### src/hdl/fsnr_pkg.sv
// ----------------------------------------------------------------------------
// fsnr_pkg: shared types and constants
// Table geometry, register indexes, the map entry layout, the command and
// status bundles between controller and datapath, and the probe hash.
// ----------------------------------------------------------------------------
`default_nettype none

package fsnr_pkg;

  localparam int unsigned NUM_NODES   = 4;
  localparam int unsigned TABLE_DEPTH = 1024;

  localparam int unsigned IDX_W     = $clog2(TABLE_DEPTH);
  localparam int unsigned NODE_W    = 6;
  localparam int unsigned ADDR_W    = 32;
  localparam int unsigned CFG_IDX_W = 2;

  // node id handed to the first new address (count 1)
  localparam logic [NODE_W-1:0] NODE_FIRST = NODE_W'(1 % NUM_NODES);
  localparam logic [NODE_W-1:0] NODE_LAST  = NODE_W'(NUM_NODES - 1);
  localparam logic [IDX_W-1:0]  IDX_LAST   = IDX_W'(TABLE_DEPTH - 1);

  localparam logic [ADDR_W-1:0] BASE_IP_RST     = 32'h0000_0000;
  localparam logic [ADDR_W-1:0] NODE_STRIDE_RST = 32'h0001_0000;

  typedef enum logic [CFG_IDX_W-1:0] {
    REG_BASE_IP     = 2'd0,
    REG_NODE_STRIDE = 2'd1
  } reg_idx_e;

  typedef struct packed {
    logic              valid;
    logic [ADDR_W-1:0] key;
    logic [NODE_W-1:0] node;
    logic [ADDR_W-1:0] addr;
  } entry_t;

  typedef struct packed {
    logic clr;       // write an empty entry at the probe pointer and advance
    logic load;      // latch request address, point probe at its hash
    logic rd;        // read entry at probe pointer
    logic step;      // advance probe pointer and probe count
    logic mul;       // register node * stride
    logic ins;       // write new entry, load new-address result
    logic out_hit;   // load result from read entry
    logic out_full;  // load table-full result
  } cmd_t;

  typedef struct packed {
    logic last_addr;    // probe pointer at last table entry
    logic hit;          // read entry is valid and holds the key
    logic empty;        // read entry is free
    logic probes_done;  // every entry has been probed
    logic out_free;     // result register can take a new result
  } sts_t;

  // Fold the 32-bit key into a table index; one compare-subtract for
  // depths that are not a power of two.
  function automatic logic [IDX_W-1:0] hash_idx(input logic [ADDR_W-1:0] key);
    logic [IDX_W-1:0] h;
    h = '0;
    for (int i = 0; i < ADDR_W; i++) begin
      h[i % IDX_W] = h[i % IDX_W] ^ key[i];
    end
    if ({1'b0, h} > (IDX_W+1)'(TABLE_DEPTH - 1)) begin
      h = IDX_W'({1'b0, h} - (IDX_W+1)'(TABLE_DEPTH));
    end
    return h;
  endfunction

endpackage

`default_nettype wire

### src/hdl/fsnr_ctrl.sv
// ----------------------------------------------------------------------------
// fsnr_ctrl: sequencing controller
// Clears the table after reset, then walks each request through hash probes,
// insert, hit or table-full, and hands the result to the output register.
// ----------------------------------------------------------------------------
`default_nettype none

module fsnr_ctrl (
  input  wire logic            clk_i,
  input  wire logic            rst_ni,
  input  wire logic            in_valid_i,
  output logic                 in_stall_o,
  input  wire fsnr_pkg::sts_t  sts_i,
  output fsnr_pkg::cmd_t       cmd_o
);

  typedef enum logic [2:0] {
    ST_CLEAR,
    ST_IDLE,
    ST_READ,
    ST_CMP,
    ST_MUL,
    ST_INS,
    ST_HIT_OUT,
    ST_FULL_OUT
  } state_e;

  state_e state_q, state_d;

  always_comb begin
    state_d    = state_q;
    cmd_o      = '0;
    in_stall_o = 1'b1;
    case (state_q)
      ST_CLEAR: begin
        cmd_o.clr = 1'b1;
        if (sts_i.last_addr) begin
          state_d = ST_IDLE;
        end
      end
      ST_IDLE: begin
        in_stall_o = 1'b0;
        if (in_valid_i) begin
          cmd_o.load = 1'b1;
          state_d    = ST_READ;
        end
      end
      ST_READ: begin
        cmd_o.rd = 1'b1;
        state_d  = ST_CMP;
      end
      ST_CMP: begin
        if (sts_i.hit) begin
          state_d = ST_HIT_OUT;
        end else if (sts_i.empty) begin
          state_d = ST_MUL;
        end else if (sts_i.probes_done) begin
          state_d = ST_FULL_OUT;
        end else begin
          cmd_o.step = 1'b1;
          state_d    = ST_READ;
        end
      end
      ST_MUL: begin
        cmd_o.mul = 1'b1;
        state_d   = ST_INS;
      end
      ST_INS: begin
        if (sts_i.out_free) begin
          cmd_o.ins = 1'b1;
          state_d   = ST_IDLE;
        end
      end
      ST_HIT_OUT: begin
        if (sts_i.out_free) begin
          cmd_o.out_hit = 1'b1;
          state_d       = ST_IDLE;
        end
      end
      ST_FULL_OUT: begin
        if (sts_i.out_free) begin
          cmd_o.out_full = 1'b1;
          state_d        = ST_IDLE;
        end
      end
      default: begin
        state_d = ST_IDLE;
      end
    endcase
  end

  always_ff @(posedge clk_i or negedge rst_ni) begin
    if (!rst_ni) begin
      state_q <= ST_CLEAR;
    end else begin
      state_q <= state_d;
    end
  end

endmodule

`default_nettype wire

### config.mk
export PLATFORM = sky130hd
export DESIGN_NAME = fsnr_ctrl
export DESIGN_NICKNAME = d
export VERILOG_FILES = /design/src/hdl/fsnr_pkg.sv /design/src/hdl/fsnr_ctrl.sv
export SDC_FILE = /design/constraint.sdc
export NUM_CORES = 1
export LEC_CHECK = 0
export ABC_CLOCK_PERIOD_IN_PS = 1100
export BUFFER_PORTS_ARGS = -buffer_cell sky130_fd_sc_hd__buf_2
export CORE_AREA = 3 3 40 42
export CTS_BUF_LIST = sky130_fd_sc_hd__clkbuf_8
export DETAILED_ROUTE_END_ITERATION = 8
export DIE_AREA = 0 0 43 45
export SYNTH_ARGS = -nofsm -noshare
export SYNTH_HDL_FRONTEND = slang
export SYNTH_SLANG_ARGS = --single-unit
export TNS_END_PERCENT = 10
### constraint.sdc
create_clock -name clk_i -period 1.1 [get_ports clk_i]
set_input_delay 0.165 -clock clk_i [delete_from_list [all_inputs] [get_ports clk_i]]
set_output_delay 0.165 -clock clk_i [all_outputs]
set_load 0.02 [all_outputs]
==> results of run 1 <==
[cell type report]
| cell class | instances | area, µm² | share of cell area, % |
|---|---|---|---|
| clock inverters | 1 | 3.75 | 0.752 |
| flip-flops and latches | 3 | 77.6 | 15.5 |
| multi-input cells | 25 | 189 | 37.8 |
| well taps | 15 | 18.8 | 3.76 |
| repair buffers | 25 | 165 | 33.1 |
| clock buffers | 3 | 41.3 | 8.27 |
| inverters | 1 | 3.75 | 0.752 |
[logic make-up after synthesis]
| logic type | share of synthesized area [%] |
|---|---|
| buffers and inverters | 11.9 |
| AND/OR/NAND/NOR | 43.8 |
| multiplexers | 3.54 |
| flip-flops | 26.5 |
| AO/OA/AOI/OAI | 14.2 |
[worst min path at each step]
stage                     startpoint          to  slack [ps]  cells after the start
after floorplan               rst_ni  state_q[0]        -130                      0
after global placement        rst_ni  state_q[0]         -30                      1
after detailed placement      rst_ni  state_q[0]         -30                      1
after CTS                     rst_ni  state_q[2]         280                      2
after global routing        sts_i[0]  state_q[2]         280                      4
final                       sts_i[0]  state_q[2]         260                      4
[metal layers]
metal	up-vias	GRT usage (%)	routed length (µm)
met2	13	13.5	390
met3	2	3.98	63
li1	167	-	-
met4	0	9.04	20
met1	147	9.69	315
met5	-	0	0
[power by group through the flow]
| stage | clock network (mW) | registers (mW) | logic [mW] |
|---|---|---|---|
| floorplan | 0 | 0.196 | 0.560 |
| global placement | 0 | 0.260 | 0.697 |
| detailed placement | 0 | 0.268 | 0.700 |
| CTS | 0.322 | 0.271 | 0.785 |
| global route | 0.335 | 0.282 | 0.846 |
| finish | 0.320 | 0.269 | 0.791 |
[repair_timing]
action                                 in CTS  in global routing
pin swaps                                   0                  1
hold buffers                                1                  0
setup buffers                               1                  0
setup endpoints to repair                  10                 12
gates resized for setup                    10                  1
endpoints found under the hold margin       3                  0
gates cloned                                0                  0
[critical path: stages (launching register included)]
cell	delay (ps)
dfrtp_2	450
buf_4	150
nor3b_2	150
buf_4	160
[cells in the final DEF, fill, tap and decap left out, drive strengths merged]
cell type / instances
buf: 24
nor2: 5
nand2: 4
nand3b: 3
nor3: 3
clkbuf: 3
dfrtp: 3
inv: 2
nor3b: 2
o31ai: 2
nand2b: 1
and4bb: 1
a31oi: 1
o21ai: 1
a311oi: 1
mux2i: 1
dlygate4sd3: 1
==> flow_summary.toml, run 1 <==
[placement]
dp.cells = 67
place_ws_ps = -71.8
numPortBuffers = 16
dpl_cell_area_um2 = 404
gp_congestion = 0.752

[finish]
regMostFlops = "state_q"
reg_top3 = "state_q (3)"
syn_to_final_growth_pct = 76.5
n_fill_cell = 138
fin_cells = 73
fin_nets = 67
post-route-util_pct = 38.9
largest_register_ffs = 3
design_area_um2 = 499
drive_gt1_share_pct = 65.5
num_antenna_cells = 0

[worst_setup_path]
start_kind = "flip-flop"
cp-end-kind = "output port"
critPathLaunch = "state_q[1]"
crit_end = "cmd_o[2]"
critPathKind = "reg2out"
worstPathMaxFanout = 8
worstReg2RegEnd = "state_q[0]"
rrSetupSlack_ps = -110
rr_startpoint = "state_q[1]"
required_ps = 940
crit_arrival_ps = 1130
ff2ff_path_depth = 4

[cts]
path_clk_slew_ps = 30
cts.root.buffer_cell = "clkbuf_8"
cts_buffers = 3
htreeDepth = 1
cts_tree = "yes"
clock_latency_ps = 220
clock-sinks = 3
cts_buffer_depth = 2

[synthesis]
synth-edff-count = 0
ys_warn_count = 0
synthArstFlopShare_pct = 100
synthCells = 32
ys.flop_type = "dfrtp_1"
ys_types = 18
synth_nets = 40
avgSynthCellArea_um2 = 8.84
synth_seq_cells = 3
synth_top_area_share_pct = 26.5
yosys-top-cells-count = "nor2_1 (5), dfrtp_1 (3), nand2_1 (3), nand3b_1 (3), nor3_1 (3)"
synthTopCellsByArea = "dfrtp_1 (27%), nor3b_2 (8.8%), buf_6 (8.0%), nand3b_1 (8.0%), nor2_1 (6.6%)"
synth_area_leader_cell = "dfrtp_1"
synth_most_common_cell = "nor2_1"
netlist_area_um2 = 283
ys_seq_area_share_pct = 26.5

[power]
total_power_mw = 1.38
p_int_mw = 0.810
p_comb_share_pct = 57.3
switching_share_pct = 41.3
leakagePower_nw = 0.240
p_sw_mw = 0.570
power_density_mw_per_mm2 = 2760
seqPwrFrac_pct = 19.5
clock_power_share_pct = 23.2
ir_drop_v = 0.000818

[sta]
layout_setup_ws_ps = -191
fin_hold_ws_ps = 260
drv_slew = 0
worst_clock_skew_ps = 1.37
post-route-period-util_pct = 117
final_hold_viol_count = 0
slew_headroom_pct = 85.6
period_minus_slack_ps = 1290
setup_tns_ps = -1380
setup_viol = 10
tightest_slew_ps = 216
max_freq_mhz = 775
rsz0062_at_grt = "yes"

[flow_run]
drv_cap = 0

[global_route]
grt_max_degree = 9
antenna_found_initial = 0
grt_first_pass_wirelength_um = 1230
grt_pass1_vias = 288
grt_usage_pct = 9.17
grt.overflow.total = 0

[drt]
drcViolationCount = 0
routed-via-count = 329
ant_nets = 0
wl_per_cell_um = 10.8
wl_um = 789
firstDrtPassIters = 4
viasPerCell = 4.51
drt_iter0_markers = 4

[outcome]
run_status = "finished with violations"
violations = "negative setup slack"

[floorplanning]
die_area_mm2 = 0.00194
die_w_um = 43
row_count = 13
die_y_um = 45
core_mm2 = 0.00128
ios = 17
initial_utilization_pct = 22.0

[hold_path]
hold_path.class = "in2reg"
Note: power is estimated with default switching activity, not from simulation.
==> inputs of run 2 (changes only) <==
--- a/config.mk
+++ b/config.mk
@@ -5,7 +5,7 @@
 export SDC_FILE = /design/constraint.sdc
 export NUM_CORES = 1
 export LEC_CHECK = 0
-export ABC_CLOCK_PERIOD_IN_PS = 1100
+export ABC_CLOCK_PERIOD_IN_PS = 1200
 export BUFFER_PORTS_ARGS = -buffer_cell sky130_fd_sc_hd__buf_2
 export CORE_AREA = 3 3 40 42
 export CTS_BUF_LIST = sky130_fd_sc_hd__clkbuf_8
==> constraint.sdc (replaced) <==
create_clock -name clk_i -period 1.2 [get_ports clk_i]
set_input_delay 0.18 -clock clk_i [delete_from_list [all_inputs] [get_ports clk_i]]
set_output_delay 0.18 -clock clk_i [all_outputs]
set_load 0.02 [all_outputs]
==> flow_summary.toml, run 2 (same netlist as run 1, synthesis figures left out) <==
[drt]
wl_um = 769
wl_per_cell_um = 10.4
ant_nets = 0
firstDrtPassIters = 4
routed-via-count = 324
drt_iter0_markers = 4
viasPerCell = 4.38
drcViolationCount = 0

[sta]
tightest_slew_ps = 197
slew_headroom_pct = 86.7
post-route-period-util_pct = 107
fin_hold_ws_ps = 287
drv_slew = 0
setup_tns_ps = -476
setup_viol = 9
final_hold_viol_count = 0
period_minus_slack_ps = 1280
max_freq_mhz = 779
worst_clock_skew_ps = 2.16
rsz0062_at_grt = "yes"
layout_setup_ws_ps = -83.2

[cts]
cts_buffer_depth = 2
htreeDepth = 1
clock-sinks = 3
clock_latency_ps = 210
cts_buffers = 3
path_clk_slew_ps = 30
cts_tree = "yes"
cts.root.buffer_cell = "clkbuf_8"

[power]
p_int_mw = 0.829
p_sw_mw = 0.554
seqPwrFrac_pct = 17.7
leakagePower_nw = 0.259
power_density_mw_per_mm2 = 2550
switching_share_pct = 40.0
p_comb_share_pct = 62.2
ir_drop_v = 0.000798
clock_power_share_pct = 20.2

[global_route]
grt_usage_pct = 8.42
grt_max_degree = 8
grt_pass1_vias = 285
antenna_found_initial = 0
grt_first_pass_wirelength_um = 1210
grt.overflow.total = 0

[worst_setup_path]
crit_buf_inv = 2
critPathKind = "reg2out"
crit_slowest_cell = "dfrtp_2"
rr_startpoint = "state_q[1]"
max_stage_delay_ps = 420
start_kind = "flip-flop"
critical_path.top_delay_family = "flip-flops"
worstPathCellList = "buf_6, nor3b_2, buf_4"
required_ps = 1020
worstPathMaxFanout = 6
crit_arrival_ps = 1100
cp-end-kind = "output port"
rrSetupSlack_ps = 20
critPathLaunch = "state_q[2]"

[placement]
dp_hpwl_um = 572
numPortBuffers = 16
dpl_cell_area_um2 = 382
gp_congestion = 0.807
place_ws_ps = 50.0

[outcome]
violations = "negative setup slack"
run_status = "finished with violations"

[finish]
design_area_um2 = 543
reg_top3 = "state_q (3)"
layout_common_cells = "buf_4 (12), buf_2 (9), nor2_1 (4), buf_6 (4)"
post-route-util_pct = 42.3
final_common_cell = "buf_4"
n_fill_cell = 132
num_antenna_cells = 0
largest_register_ffs = 3
syn_to_final_growth_pct = 92.0
drive_gt1_share_pct = 67.8
regMostFlops = "state_q"
fin_nets = 68

[floorplanning]
row_count = 13
die_w_um = 43
initial_utilization_pct = 22.0
ios = 17
die_y_um = 45
die_area_mm2 = 0.00194
core_mm2 = 0.00128

[hold_path]
hold_path.class = "in2async"

[flow_run]
drv_cap = 0
-- run 2: changes by cell type in the layout (fill, tap and decap cells not counted), sizes merged --
cell,change
buf,+1
-- run 2: timing repair --
action | 4_1_cts | 5_1_grt
endpoints found under the setup margin | 9 | 11
cloned | 0 | 0
setup buffers | 5 | 0
endpoints found under the hold margin | 3 | 0
pin swaps | 2 | 2
gates resized for setup | 13 | 8
hold buffers | 1 | 0
-- run 2: power by group through the flow --
stage          Clock (mW)  Sequential [mW]  Combinational (mW)
2_1_floorplan           0            0.180               0.514
4_1_cts             0.286            0.239               0.779
3_3_place_gp            0            0.246               0.570
6_report            0.279            0.245               0.860
3_5_place_dp            0            0.248               0.573
5_1_grt             0.298            0.261               0.927
-- run 2: metrics by stage --
step / cells / power, mW
global placement: 64 / 0.816
finish: 74 / 1.38
floorplan: 32 / 0.694
detailed placement: 64 / 0.821
global route: 74 / 1.49
CTS: 74 / 1.30
-- run 2: cell type report --
class | instances | area (µm²) | area share (%)
Multi-Input combinational cell | 25 | 206 | 38.0
Timing Repair Buffer | 26 | 190 | 35.0
Sequential cell | 3 | 78.8 | 14.5
Clock buffer | 3 | 41.3 | 7.60
Tap cell | 15 | 18.8 | 3.46
Clock inverter | 1 | 3.75 | 0.691
Inverter | 1 | 3.75 | 0.691
-- run 2: worst paths after layout --
check | to | depth (start not counted)
worst min-delay path | state_q[0] | 2
worst min register to register | state_q[2] | 2
worst max register to register | state_q[0] | 5
min in group clk_i | state_q[2] | 4
worst max-delay path | cmd_o[4] | 3
max in group asynchronous | state_q[2] | 2
-- run 2: per-layer routing --
layer  global-route usage [%]  part of all wire [%]  vias up
met5                        0                     0        -
met4                     1.81                     0        0
met3                     3.19                   8.1        0
met2                     14.1                    51       11
met1                     10.4                    41      144
li1                         -                     -      169
